[src/hw/rtl/scaled_glyph_box_emitter_defines.svh]
// ============================================================================
// Assertion macros for the glyph box emitter
// Shared checking helpers, clocked on aclk and held off while aresetn is low.
// ============================================================================
`ifndef SCALED_GLYPH_BOX_EMITTER_DEFINES_SVH
`define SCALED_GLYPH_BOX_EMITTER_DEFINES_SVH

// Same-cycle implication: when ante holds, cons must hold in that cycle.
`define SGBE_ASSERT_NOW(label, ante, cons, msg) \
    label: assert property (@(posedge aclk) disable iff (!aresetn) \
        (ante) |-> (cons)) else $error(msg);

// Next-cycle implication: when ante holds, cons must hold in the next cycle.
`define SGBE_ASSERT_NEXT(label, ante, cons, msg) \
    label: assert property (@(posedge aclk) disable iff (!aresetn) \
        (ante) |=> (cons)) else $error(msg);

`endif

[src/hw/rtl/sgbe_pkg.sv]
// ============================================================================
// Glyph box emitter package
// Font geometry, glyph numbering, character decode and the 5x7 font contents.
// ============================================================================
`default_nettype none

package sgbe_pkg;

    // Font geometry.
    localparam int GLYPH_ROWS  = 7;
    localparam int GLYPH_COLS  = 5;
    localparam int GLYPH_BITS  = GLYPH_ROWS * GLYPH_COLS;
    localparam int GLYPH_COUNT = 42;
    localparam int GLYPH_IDX_W = $clog2(GLYPH_COUNT);
    localparam int COL_CNT_W   = $clog2(GLYPH_COLS);

    // Field widths.
    localparam int CODE_W   = 8;
    localparam int ORIGIN_W = 9;
    localparam int COORD_W  = 10;
    localparam int COLOR_W  = 16;
    localparam int SCALE_W  = 4;
    localparam int STEP_W   = 3;

    // Channel widths.
    localparam int S_DATA_W   = 32;
    localparam int M_DATA_W   = 56;
    localparam int CFG_IDX_W  = 8;
    localparam int CFG_DATA_W = 16;

    // Configuration register indexes.
    localparam logic [CFG_IDX_W-1:0] CFG_TEXT_COLOR  = 8'd0;
    localparam logic [CFG_IDX_W-1:0] CFG_GLYPH_SCALE = 8'd1;

    // Scale limits.
    localparam logic [SCALE_W-1:0] SCALE_MIN = 4'd1;
    localparam logic [SCALE_W-1:0] SCALE_MAX = 4'd8;

    // Character codes that bound the decoded ranges.
    localparam logic [CODE_W-1:0] ASCII_DIGIT0 = 8'h30;
    localparam logic [CODE_W-1:0] ASCII_DIGIT9 = 8'h39;
    localparam logic [CODE_W-1:0] ASCII_UPPER_A = 8'h41;
    localparam logic [CODE_W-1:0] ASCII_UPPER_I = 8'h49;
    localparam logic [CODE_W-1:0] ASCII_UPPER_K = 8'h4B;
    localparam logic [CODE_W-1:0] ASCII_UPPER_Z = 8'h5A;
    localparam logic [CODE_W-1:0] ASCII_DASH   = 8'h2D;
    localparam logic [CODE_W-1:0] ASCII_PLUS   = 8'h2B;
    localparam logic [CODE_W-1:0] ASCII_EQUAL  = 8'h3D;
    localparam logic [CODE_W-1:0] ASCII_SLASH  = 8'h2F;
    localparam logic [CODE_W-1:0] ASCII_AMP    = 8'h26;
    localparam logic [CODE_W-1:0] ASCII_COLON  = 8'h3A;

    // Glyph numbers in the font memory.
    localparam logic [GLYPH_IDX_W-1:0] GI_BLANK  = 6'd0;
    localparam logic [GLYPH_IDX_W-1:0] GI_DASH   = 6'd1;
    localparam logic [GLYPH_IDX_W-1:0] GI_PLUS   = 6'd2;
    localparam logic [GLYPH_IDX_W-1:0] GI_EQUAL  = 6'd3;
    localparam logic [GLYPH_IDX_W-1:0] GI_SLASH  = 6'd4;
    localparam logic [GLYPH_IDX_W-1:0] GI_AMP    = 6'd5;
    localparam logic [GLYPH_IDX_W-1:0] GI_COLON  = 6'd6;
    localparam logic [GLYPH_IDX_W-1:0] GI_DIGIT0 = 6'd7;
    localparam logic [GLYPH_IDX_W-1:0] GI_UPPER_A = 6'd17;
    localparam logic [GLYPH_IDX_W-1:0] GI_UPPER_K = 6'd26;

    // One glyph in scan order: bit k is row k/5, column k%5 from the left.
    typedef logic [GLYPH_BITS-1:0]  glyph_bits_t;
    typedef logic [GLYPH_IDX_W-1:0] glyph_idx_t;
    typedef logic [COORD_W-1:0]     coord_t;
    typedef logic [GLYPH_COLS-1:0]  font_row_t;

    // Maps a character code to its glyph number; unknown codes get the blank.
    function automatic glyph_idx_t glyph_index(input logic [CODE_W-1:0] code);
        glyph_idx_t idx;
        priority if (code >= ASCII_DIGIT0 && code <= ASCII_DIGIT9) begin
            idx = GI_DIGIT0 + GLYPH_IDX_W'(code - ASCII_DIGIT0);
        end else if (code >= ASCII_UPPER_A && code <= ASCII_UPPER_I) begin
            idx = GI_UPPER_A + GLYPH_IDX_W'(code - ASCII_UPPER_A);
        end else if (code >= ASCII_UPPER_K && code <= ASCII_UPPER_Z) begin
            idx = GI_UPPER_K + GLYPH_IDX_W'(code - ASCII_UPPER_K);
        end else if (code == ASCII_DASH) begin
            idx = GI_DASH;
        end else if (code == ASCII_PLUS) begin
            idx = GI_PLUS;
        end else if (code == ASCII_EQUAL) begin
            idx = GI_EQUAL;
        end else if (code == ASCII_SLASH) begin
            idx = GI_SLASH;
        end else if (code == ASCII_AMP) begin
            idx = GI_AMP;
        end else if (code == ASCII_COLON) begin
            idx = GI_COLON;
        end else begin
            idx = GI_BLANK;
        end
        return idx;
    endfunction

    // Packs seven font rows (bit 4 leftmost) into scan order.
    function automatic glyph_bits_t make_glyph(
        input font_row_t r0, input font_row_t r1, input font_row_t r2,
        input font_row_t r3, input font_row_t r4, input font_row_t r5,
        input font_row_t r6
    );
        font_row_t   rows [GLYPH_ROWS];
        glyph_bits_t g;
        rows[0] = r0; rows[1] = r1; rows[2] = r2; rows[3] = r3;
        rows[4] = r4; rows[5] = r5; rows[6] = r6;
        for (int r = 0; r < GLYPH_ROWS; r++) begin
            for (int c = 0; c < GLYPH_COLS; c++) begin
                g[r * GLYPH_COLS + c] = rows[r][GLYPH_COLS - 1 - c];
            end
        end
        return g;
    endfunction

    // Font contents by glyph number.
    function automatic glyph_bits_t font_glyph(input glyph_idx_t idx);
        glyph_bits_t g;
        unique case (idx)
            6'd1:  g = make_glyph(5'd0,  5'd0,  5'd0,  5'd31, 5'd0,  5'd0,  5'd0);
            6'd2:  g = make_glyph(5'd0,  5'd4,  5'd4,  5'd31, 5'd4,  5'd4,  5'd0);
            6'd3:  g = make_glyph(5'd0,  5'd31, 5'd0,  5'd31, 5'd0,  5'd0,  5'd0);
            6'd4:  g = make_glyph(5'd1,  5'd2,  5'd4,  5'd8,  5'd16, 5'd0,  5'd0);
            6'd5:  g = make_glyph(5'd12, 5'd18, 5'd20, 5'd8,  5'd21, 5'd18, 5'd13);
            6'd6:  g = make_glyph(5'd0,  5'd4,  5'd0,  5'd0,  5'd4,  5'd0,  5'd0);
            6'd7:  g = make_glyph(5'd14, 5'd17, 5'd19, 5'd21, 5'd25, 5'd17, 5'd14);
            6'd8:  g = make_glyph(5'd4,  5'd12, 5'd4,  5'd4,  5'd4,  5'd4,  5'd14);
            6'd9:  g = make_glyph(5'd14, 5'd17, 5'd1,  5'd2,  5'd4,  5'd8,  5'd31);
            6'd10: g = make_glyph(5'd30, 5'd1,  5'd1,  5'd14, 5'd1,  5'd1,  5'd30);
            6'd11: g = make_glyph(5'd2,  5'd6,  5'd10, 5'd18, 5'd31, 5'd2,  5'd2);
            6'd12: g = make_glyph(5'd31, 5'd16, 5'd16, 5'd30, 5'd1,  5'd1,  5'd30);
            6'd13: g = make_glyph(5'd14, 5'd16, 5'd16, 5'd30, 5'd17, 5'd17, 5'd14);
            6'd14: g = make_glyph(5'd31, 5'd1,  5'd2,  5'd4,  5'd8,  5'd8,  5'd8);
            6'd15: g = make_glyph(5'd14, 5'd17, 5'd17, 5'd14, 5'd17, 5'd17, 5'd14);
            6'd16: g = make_glyph(5'd14, 5'd17, 5'd17, 5'd15, 5'd1,  5'd1,  5'd14);
            6'd17: g = make_glyph(5'd14, 5'd17, 5'd17, 5'd31, 5'd17, 5'd17, 5'd17);
            6'd18: g = make_glyph(5'd30, 5'd17, 5'd17, 5'd30, 5'd17, 5'd17, 5'd30);
            6'd19: g = make_glyph(5'd14, 5'd17, 5'd16, 5'd16, 5'd16, 5'd17, 5'd14);
            6'd20: g = make_glyph(5'd30, 5'd17, 5'd17, 5'd17, 5'd17, 5'd17, 5'd30);
            6'd21: g = make_glyph(5'd31, 5'd16, 5'd16, 5'd30, 5'd16, 5'd16, 5'd31);
            6'd22: g = make_glyph(5'd31, 5'd16, 5'd16, 5'd30, 5'd16, 5'd16, 5'd16);
            6'd23: g = make_glyph(5'd14, 5'd17, 5'd16, 5'd23, 5'd17, 5'd17, 5'd14);
            6'd24: g = make_glyph(5'd17, 5'd17, 5'd17, 5'd31, 5'd17, 5'd17, 5'd17);
            6'd25: g = make_glyph(5'd14, 5'd4,  5'd4,  5'd4,  5'd4,  5'd4,  5'd14);
            6'd26: g = make_glyph(5'd17, 5'd18, 5'd20, 5'd24, 5'd20, 5'd18, 5'd17);
            6'd27: g = make_glyph(5'd16, 5'd16, 5'd16, 5'd16, 5'd16, 5'd16, 5'd31);
            6'd28: g = make_glyph(5'd17, 5'd27, 5'd21, 5'd21, 5'd17, 5'd17, 5'd17);
            6'd29: g = make_glyph(5'd17, 5'd25, 5'd21, 5'd19, 5'd17, 5'd17, 5'd17);
            6'd30: g = make_glyph(5'd14, 5'd17, 5'd17, 5'd17, 5'd17, 5'd17, 5'd14);
            6'd31: g = make_glyph(5'd30, 5'd17, 5'd17, 5'd30, 5'd16, 5'd16, 5'd16);
            6'd32: g = make_glyph(5'd14, 5'd17, 5'd17, 5'd17, 5'd21, 5'd18, 5'd13);
            6'd33: g = make_glyph(5'd30, 5'd17, 5'd17, 5'd30, 5'd20, 5'd18, 5'd17);
            6'd34: g = make_glyph(5'd15, 5'd16, 5'd16, 5'd14, 5'd1,  5'd1,  5'd30);
            6'd35: g = make_glyph(5'd31, 5'd4,  5'd4,  5'd4,  5'd4,  5'd4,  5'd4);
            6'd36: g = make_glyph(5'd17, 5'd17, 5'd17, 5'd17, 5'd17, 5'd17, 5'd14);
            6'd37: g = make_glyph(5'd17, 5'd17, 5'd17, 5'd17, 5'd17, 5'd10, 5'd4);
            6'd38: g = make_glyph(5'd17, 5'd17, 5'd17, 5'd21, 5'd21, 5'd21, 5'd10);
            6'd39: g = make_glyph(5'd17, 5'd10, 5'd4,  5'd4,  5'd4,  5'd10, 5'd17);
            6'd40: g = make_glyph(5'd17, 5'd17, 5'd10, 5'd4,  5'd4,  5'd4,  5'd4);
            6'd41: g = make_glyph(5'd31, 5'd1,  5'd2,  5'd4,  5'd8,  5'd16, 5'd31);
            // The blank glyph and numbers beyond the font.
            default: g = '0;
        endcase
        return g;
    endfunction

endpackage

`default_nettype wire

[src/hw/rtl/sgbe_ram.sv]
// ============================================================================
// Generic single-port-write RAM
// One write port and one read port; the read data is registered.
// ============================================================================
`default_nettype none

module sgbe_ram #(
    parameter int WIDTH = 8,
    parameter int DEPTH = 16
) (
    input  wire logic                     aclk,
    input  wire logic                     wr_en,
    input  wire logic [$clog2(DEPTH)-1:0] wr_addr,
    input  wire logic [WIDTH-1:0]         wr_data,
    input  wire logic [$clog2(DEPTH)-1:0] rd_addr,
    output logic      [WIDTH-1:0]         rd_data
);

    logic [WIDTH-1:0] mem [DEPTH];

    // Write, then registered read.
    always_ff @(posedge aclk) begin
        if (wr_en) begin
            mem[wr_addr] <= wr_data;
        end
        rd_data <= mem[rd_addr];
    end

endmodule

`default_nettype wire

[src/hw/rtl/scaled_glyph_box_emitter.sv]
// ============================================================================
// Scaled glyph box emitter
// Turns one character draw request into filled boxes, one per set pixel of
// its 5x7 glyph, each box scaled by glyph_scale and painted in text_color.
// ============================================================================
//
//  Channel  Direction  Handshake            Contents
//  s_       in         s_tvalid/s_tready    origin and character code
//  m_       out        m_tvalid/m_tready    box corners and color, tlast = last box
//  cfg_     in         cfg_valid/cfg_ready  register index and write data
//
//  After reset the font memory is loaded; requests wait until then.
//  A request is accepted while idle, its glyph is read from font memory, and the
//  scan runs over the pixels up to the last set one; a blank glyph skips it.
//  The pixel scan advances only when the output register is free or taken.
//  A new request is accepted once the scan has ended, even if the last box waits.
//
`default_nettype none
`include "scaled_glyph_box_emitter_defines.svh"

module scaled_glyph_box_emitter (
    input  wire logic                              aclk,
    input  wire logic                              aresetn,
    // Request: origin_col [8:0], origin_row [17:9], char_code [25:18].
    input  wire logic [sgbe_pkg::S_DATA_W-1:0]     s_tdata,
    input  wire logic                              s_tvalid,
    output logic                                   s_tready,
    // Box: box_left [9:0], box_top [19:10], box_right [29:20],
    // box_bottom [39:30], box_color [55:40].
    output logic      [sgbe_pkg::M_DATA_W-1:0]     m_tdata,
    output logic                                   m_tlast,
    output logic                                   m_tvalid,
    input  wire logic                              m_tready,
    // Configuration writes.
    input  wire logic                              cfg_valid,
    output logic                                   cfg_ready,
    input  wire logic [sgbe_pkg::CFG_IDX_W-1:0]    cfg_index,
    input  wire logic [sgbe_pkg::CFG_DATA_W-1:0]   cfg_data
);

    import sgbe_pkg::*;

    localparam logic [1:0] ST_FILL = 2'd0;
    localparam logic [1:0] ST_IDLE = 2'd1;
    localparam logic [1:0] ST_READ = 2'd2;
    localparam logic [1:0] ST_SCAN = 2'd3;

    logic [1:0]            state_reg, state_next;
    glyph_idx_t            fill_idx_reg, fill_idx_next;
    logic [COLOR_W-1:0]    text_color_reg;
    logic [SCALE_W-1:0]    glyph_scale_reg;
    glyph_bits_t           glyph_reg, glyph_next;
    logic [COL_CNT_W-1:0]  col_reg, col_next;
    coord_t                origin_col_reg, origin_col_next;
    coord_t                left_reg, left_next;
    coord_t                top_reg, top_next;
    logic [STEP_W:0]       step_reg, step_next;
    logic                  m_valid_reg, m_valid_next;
    logic                  m_last_reg, m_last_next;
    coord_t                box_left_reg, box_left_next;
    coord_t                box_top_reg, box_top_next;
    coord_t                box_right_reg, box_right_next;
    coord_t                box_bottom_reg, box_bottom_next;
    logic [COLOR_W-1:0]    box_color_reg, box_color_next;

    logic                  in_accept;
    logic                  advance;
    logic                  ram_wr_en;
    glyph_idx_t            ram_rd_addr;
    glyph_bits_t           ram_rd_data;
    logic [SCALE_W-1:0]    scale_eff;
    glyph_bits_t           glyph_shifted;
    coord_t                extent;

    // Font memory, loaded from the package contents after reset.
    sgbe_ram #(
        .WIDTH (GLYPH_BITS),
        .DEPTH (GLYPH_COUNT)
    ) u_font_ram (
        .aclk    (aclk),
        .wr_en   (ram_wr_en),
        .wr_addr (fill_idx_reg),
        .wr_data (font_glyph(fill_idx_reg)),
        .rd_addr (ram_rd_addr),
        .rd_data (ram_rd_data)
    );

    assign ram_wr_en   = (state_reg == ST_FILL);
    assign ram_rd_addr = glyph_index(s_tdata[2*ORIGIN_W +: CODE_W]);

    // Handshakes.
    assign s_tready  = (state_reg == ST_IDLE);
    assign in_accept = s_tvalid && s_tready;
    assign cfg_ready = 1'b1;
    assign advance   = (state_reg == ST_SCAN) && (!m_valid_reg || m_tready);

    // Scale held to the range 1..8.
    always_comb begin
        priority if (glyph_scale_reg < SCALE_MIN) begin
            scale_eff = SCALE_MIN;
        end else if (glyph_scale_reg > SCALE_MAX) begin
            scale_eff = SCALE_MAX;
        end else begin
            scale_eff = glyph_scale_reg;
        end
    end

    assign glyph_shifted = glyph_reg >> 1;
    assign extent        = COORD_W'(step_reg) - COORD_W'(1);

    // Configuration registers.
    always_ff @(posedge aclk) begin
        if (!aresetn) begin
            text_color_reg  <= '1;
            glyph_scale_reg <= SCALE_MIN;
        end else if (cfg_valid && cfg_ready) begin
            if (cfg_index == CFG_TEXT_COLOR) begin
                text_color_reg <= cfg_data[COLOR_W-1:0];
            end else if (cfg_index == CFG_GLYPH_SCALE) begin
                glyph_scale_reg <= cfg_data[SCALE_W-1:0];
            end
        end
    end

    // Sequencer: font load, memory read, pixel scan.
    always_comb begin
        state_next      = state_reg;
        fill_idx_next   = fill_idx_reg;
        glyph_next      = glyph_reg;
        col_next        = col_reg;
        origin_col_next = origin_col_reg;
        left_next       = left_reg;
        top_next        = top_reg;
        step_next       = step_reg;
        m_valid_next    = m_valid_reg;
        m_last_next     = m_last_reg;
        box_left_next   = box_left_reg;
        box_top_next    = box_top_reg;
        box_right_next  = box_right_reg;
        box_bottom_next = box_bottom_reg;
        box_color_next  = box_color_reg;

        // The output register empties when its box is taken.
        if (m_valid_reg && m_tready) begin
            m_valid_next = 1'b0;
        end

        unique case (state_reg)
            ST_FILL: begin
                fill_idx_next = fill_idx_reg + GLYPH_IDX_W'(1);
                if (fill_idx_reg == GLYPH_IDX_W'(GLYPH_COUNT - 1)) begin
                    state_next = ST_IDLE;
                end
            end
            ST_IDLE: begin
                if (in_accept) begin
                    origin_col_next = COORD_W'(s_tdata[ORIGIN_W-1:0]);
                    left_next       = COORD_W'(s_tdata[ORIGIN_W-1:0]);
                    top_next        = COORD_W'(s_tdata[ORIGIN_W +: ORIGIN_W]);
                    step_next       = (STEP_W + 1)'(scale_eff);
                    col_next        = '0;
                    state_next      = ST_READ;
                end
            end
            ST_READ: begin
                glyph_next = ram_rd_data;
                state_next = (ram_rd_data == '0) ? ST_IDLE : ST_SCAN;
            end
            ST_SCAN: begin
                if (advance) begin
                    // A set pixel loads one box into the output register.
                    if (glyph_reg[0]) begin
                        m_valid_next    = 1'b1;
                        m_last_next     = (glyph_shifted == '0);
                        box_left_next   = left_reg;
                        box_top_next    = top_reg;
                        box_right_next  = left_reg + extent;
                        box_bottom_next = top_reg + extent;
                        box_color_next  = text_color_reg;
                    end
                    // Step to the next pixel position.
                    glyph_next = glyph_shifted;
                    if (col_reg == COL_CNT_W'(GLYPH_COLS - 1)) begin
                        col_next  = '0;
                        left_next = origin_col_reg;
                        top_next  = top_reg + COORD_W'(step_reg);
                    end else begin
                        col_next  = col_reg + COL_CNT_W'(1);
                        left_next = left_reg + COORD_W'(step_reg);
                    end
                    if (glyph_shifted == '0) begin
                        state_next = ST_IDLE;
                    end
                end
            end
            default: begin
                state_next = ST_FILL;
            end
        endcase
    end

    // Control registers.
    always_ff @(posedge aclk) begin
        if (!aresetn) begin
            state_reg    <= ST_FILL;
            fill_idx_reg <= '0;
            m_valid_reg  <= 1'b0;
        end else begin
            state_reg    <= state_next;
            fill_idx_reg <= fill_idx_next;
            m_valid_reg  <= m_valid_next;
        end
    end

    // Scan and output payload registers.
    always_ff @(posedge aclk) begin
        glyph_reg      <= glyph_next;
        col_reg        <= col_next;
        origin_col_reg <= origin_col_next;
        left_reg       <= left_next;
        top_reg        <= top_next;
        step_reg       <= step_next;
        m_last_reg     <= m_last_next;
        box_left_reg   <= box_left_next;
        box_top_reg    <= box_top_next;
        box_right_reg  <= box_right_next;
        box_bottom_reg <= box_bottom_next;
        box_color_reg  <= box_color_next;
    end

    // Output channel.
    assign m_tvalid = m_valid_reg;
    assign m_tlast  = m_last_reg;
    assign m_tdata  = {box_color_reg, box_bottom_reg, box_right_reg,
                       box_top_reg, box_left_reg};

    // Checks.
    `SGBE_ASSERT_NOW(a_no_box_during_fill, state_reg == ST_FILL, !m_valid_reg,
        "box emitted while the font memory was loading")
    `SGBE_ASSERT_NEXT(a_accept_reads_font, in_accept, state_reg == ST_READ,
        "accepted request did not start a font read")
    `SGBE_ASSERT_NOW(a_scan_has_pixels, state_reg == ST_SCAN, glyph_reg != '0,
        "scan running with no pixels left")
    `SGBE_ASSERT_NEXT(a_set_pixel_emits, advance && glyph_reg[0], m_valid_reg,
        "set pixel did not load a box")
    `SGBE_ASSERT_NEXT(a_last_ends_scan, advance && glyph_reg[0] && glyph_shifted == '0,
        m_last_reg && state_reg == ST_IDLE,
        "final box not flagged or scan not ended")

endmodule

`default_nettype wire
[config.mk]
export PLATFORM = sky130hd
export DESIGN_NAME = scaled_glyph_box_emitter
export DESIGN_NICKNAME = d
export VERILOG_FILES = /design/src/hw/rtl/sgbe_pkg.sv /design/src/hw/rtl/sgbe_ram.sv /design/src/hw/rtl/scaled_glyph_box_emitter.sv
export VERILOG_INCLUDE_DIRS = /design/src /design/src/hw/rtl
export SDC_FILE = /design/constraint.sdc
export NUM_CORES = 2
export LEC_CHECK = 0
export ABC_CLOCK_PERIOD_IN_PS = 4200
export BUFFER_PORTS_ARGS = -buffer_cell sky130_fd_sc_hd__buf_2
export CORE_ASPECT_RATIO = 1.1
export CORE_MARGIN = 3
export CORE_UTILIZATION = 45
export CTS_CLUSTER_DIAMETER = 100
export DETAILED_ROUTE_END_ITERATION = 8
export PLACE_DENSITY_LB_ADDON = 0.15
export SYNTH_ARGS = -nofsm -noshare
export SYNTH_HDL_FRONTEND = slang
export SYNTH_SLANG_ARGS = --single-unit
export TNS_END_PERCENT = 20
[constraint.sdc]
create_clock -name aclk -period 4.2 [get_ports aclk]
set_clock_uncertainty 0.1 [all_clocks]
set_input_delay 0.63 -clock aclk [delete_from_list [all_inputs] [get_ports aclk]]
set_output_delay 0.63 -clock aclk [all_outputs]
set_load 0.03 [all_outputs]
==> impl_summary.txt <==
----------------------------------------------------
[Layout]
  Util after Layout ... 53.3%
  Register with the most flip-flops ... u_font_ram.mem
  Number of standard cells in the layout, taps in and fillers out ... 7,399
  Fill cells ... 12,400
  Largest register FFs ... 1,470
  Net count of the finished layout ... 5,421
  Most common library cell in the layout ignoring fill and taps ... edfxtp_1
  Antenna diode instance count ... 0
  Share of final-layout standard cells stronger than drive strength 1 ... 16.7%
  Most frequent cells in the layout ... edfxtp_1, nand2_1, buf_4
  Area delta synth->final ... 17.1%

[Global route]
  Via count of the first global-routing pass ... 41,700
  Total GRT Usage ... 24.2%
  Pin count of the biggest net entering global routing ... 71
  Initial antenna violation count ... 1
  Global-route wire length before repair ... 279,000 um
  GR Overflow Total ... 0

[Worst setup path]
  Element type at the critical path end ... flip-flop
  R2r worst-path depth ... 12
  Critical Path Start ... state_reg[0]$_SDFFE_PN0P_
  Critical Path Sink ... u_font_ram.wr_data[33]$_DFF_P_
  Register-to-register setup slack ... 630 ps
  Data arrival at the endpoint of the critical path ... 4180 ps
  WS Path Type ... reg -> reg
  Capture instance of the worst register-to-register path ... u_font_ram.wr_data[33]$_DFF_P_
  CP Launch Type ... flip-flop
  Crit-path max FO ... 13
  Required time worst endpoint ... 4810 ps
  Reg-to-reg startpoint ... state_reg[0]$_SDFFE_PN0P_

[Yosys]
  Post-Synthesis Net Count ... 5,017
  Yosys warnings ... 0
  Sequential element share of the synthesized area ... 73.0%
  Number of flops mapped to enable cells by yosys ... 1,598
  Post-synth top flop ... edfxtp_1
  Avg Inst Size Synth ... 14.0 um^2
  Flop and latch count out of synthesis ... 1,697
  Synthesized instance count ... 4,895
  Number of distinct library cells after synthesis ... 70
  Async set or reset register ratio after synthesis ... 0%
  Netlist area before placement ... 68,500 um^2

[Floorplanning]
  Total Die Area ... 157,000 um^2
  I/O pins ... 121
  Row Count ... 149
  Width of the die ... 378 um
  Vertical die dimension ... 415 um
  Core Box Area ... 151,000 um^2
  Starting density of the core ... 45.5%

[Job]
  Max-capacitance violation count ... 0

[Detailed routing]
  Remaining design rule violation count ... 0
  Detailed Routing Iterations Pass 1 ... 5
  Detailed-route wire length ... 192,000 um
  Wire length on met3 ... 13,200 um
  Vias after detailed routing ... 42,900
  Wire length on met2 ... 92,400 um
  Ratio of routed vias to standard cells ... 5.80
  Average wire per cell in the routed design ... 25.9 um
  Wire length on met1 ... 80,700 um
  Uppermost routed layer ... met4
  Antenna Violating Nets Remaining ... 0
  Number of violations reported at the end of detailed-routing iteration 0 ... 4,159

[Timing]
  Worst slack on hold paths ... 64.6 ps
  Setup slack of the critical path after layout ... 631 ps
  Fin crit period ... 3570 ps
  Final setup violation count ... 0
  Highest clock rate ... 280 MHz
  Total count of hold-check failures in the final report ... 0
  Worst-Margin Slew ... 1190 ps
  Number of slew-limit violations in the final report ... 0
  RSZ-0062 raised after global routing ... no
  Period Utilization, post-route ... 85.0%
  Max-Slew Margin vs Limit ... 20.1%

[Clock tree]
  Buffer depth of the longest clock path ... 3
  Clock sink count ... 1,697
  Number of H-tree levels ... 4
  Clock tree from TritonCTS ... yes
  Cts bufs inserted ... 169
  Register clock-pin slew on the reported worst setup and hold paths ... 60 ps
  Source-to-sink clock delay at the later pin of the worst-skew pair ... 810 ps
  Root Driver ... clkbuf_16
  Post-cts sizing count ... 0

[Power and ir drop]
  Static leakage power ... 27.7 nW
  Tot Pwr ... 36.0 mW
  Power per Cell Area ... 449 nW/um^2
  Max IR drop VDD ... 360 uV

[Placed design]
  Post-place setup slack ... -120 ps
  Detailed placement HPWL ... 113,000 um
  DP Cell Count ... 7,063
  Port-buffer cells ... 113
  GP Congestion ... 0.841

[Run status]
  Status ... completed

[Worst hold path]
  Type of the tightest min-delay check ... in -> reg

----------------------------------------------------
-- worst min path at each step --
stage	from	to	slack, ps	cells after the start
floorplan	text_color_reg[0]$_SDFFE_PN1P_	box_color_reg[0]$_DFFE_PP_	310	0
global placement	text_color_reg[15]$_SDFFE_PN1P_	box_color_reg[15]$_DFFE_PP_	310	0
detailed placement	text_color_reg[5]$_SDFFE_PN1P_	box_color_reg[5]$_DFFE_PP_	310	0
CTS	s_tdata[16]	top_reg[7]$_DFFE_PP_	0.7	3
global route	s_tdata[16]	top_reg[7]$_DFFE_PP_	30	3
finish	s_tdata[16]	top_reg[7]$_DFFE_PP_	60	3
-- worst max-delay path, cell delays in order, from the launching register on --
cell and delay, ps:
dfxtp_1 370, inv_1 110, ha_1 520, nand4_1 190, buf_4 210, o21ai_0 300, nand2_1 120, inv_1 340
buf_4 280, nand2_1 350, o21ai_0 270, nand2_1 120, o2111ai_1 180
-- where the power goes --
group | switching (mW) | leakage [nW] | internal (mW) | total, mW
Clock | 6.22 | 2.59 | 8.35 | 14.6
Sequential | 0.164 | 15.5 | 18.8 | 18.9
Combinational | 1.59 | 9.58 | 0.893 | 2.49
-- cells by family after synthesis --
logic type | after synthesis | synth area share [%]
multiplexers | 340 | 5.11
other | 1 | 0.00548
adder cells (fa/ha/maj) | 61 | 1.16
AO/OA/AOI/OAI | 687 | 7.19
XOR/XNOR | 44 | 0.563
flip-flops | 1697 | 73.0
AND/OR/NAND/NOR | 1704 | 10.7
buffers and inverters | 361 | 2.34
-- cell type report --
class,count,area [um^2],share of cell area (%)
flip-flops and latches,1697,50000,62.3
well taps,1963,2460,3.06
inverters,43,161,0.201
clock buffers,247,4760,5.93
repair buffers,551,4940,6.15
clock inverters,61,548,0.683
multi-input cells,2837,17400,21.7
-- metrics by stage --
step                TNS [ps]  cell area, um^2
floorplan                  0            68500
global placement        -649            74600
detailed placement     -1020            74600
CTS                        0            80200
global route               0            80200
finish                     0            80200
-- cells in the mapped netlist (40+ instances only) --
master	count	area [um^2]
dfxtp_1	99	1980
and3_1	76	475
nor4_1	51	319
mux2_2	79	890
a31oi_1	74	463
edfxtp_1	1598	48000
mux2i_1	261	2610
nor3_1	82	410
o21ai_0	99	495
a21oi_1	150	751
nand2_1	1095	4110
buf_2	122	611
clkbuf_1	158	593
a32oi_1	71	622
inv_1	40	150
a311oi_1	137	1200
nand3_1	227	1140
ha_1	57	713
nor2_1	103	387
-- layer usage --
layer / GRT usage, % / vias up
li1: - / 19300
met2: 39.8 / 1669
met5: 0 / -
met1: 33.1 / 21600
met3: 3.84 / 274
met4: 7.53 / 0
-- repair_timing --
action	in CTS	in global routing
buffers inserted	0	0
setup endpoints to repair	0	0
hold buffers	28	0
endpoints found under the hold margin	32	0
Power figures use the tool's default switching activity.
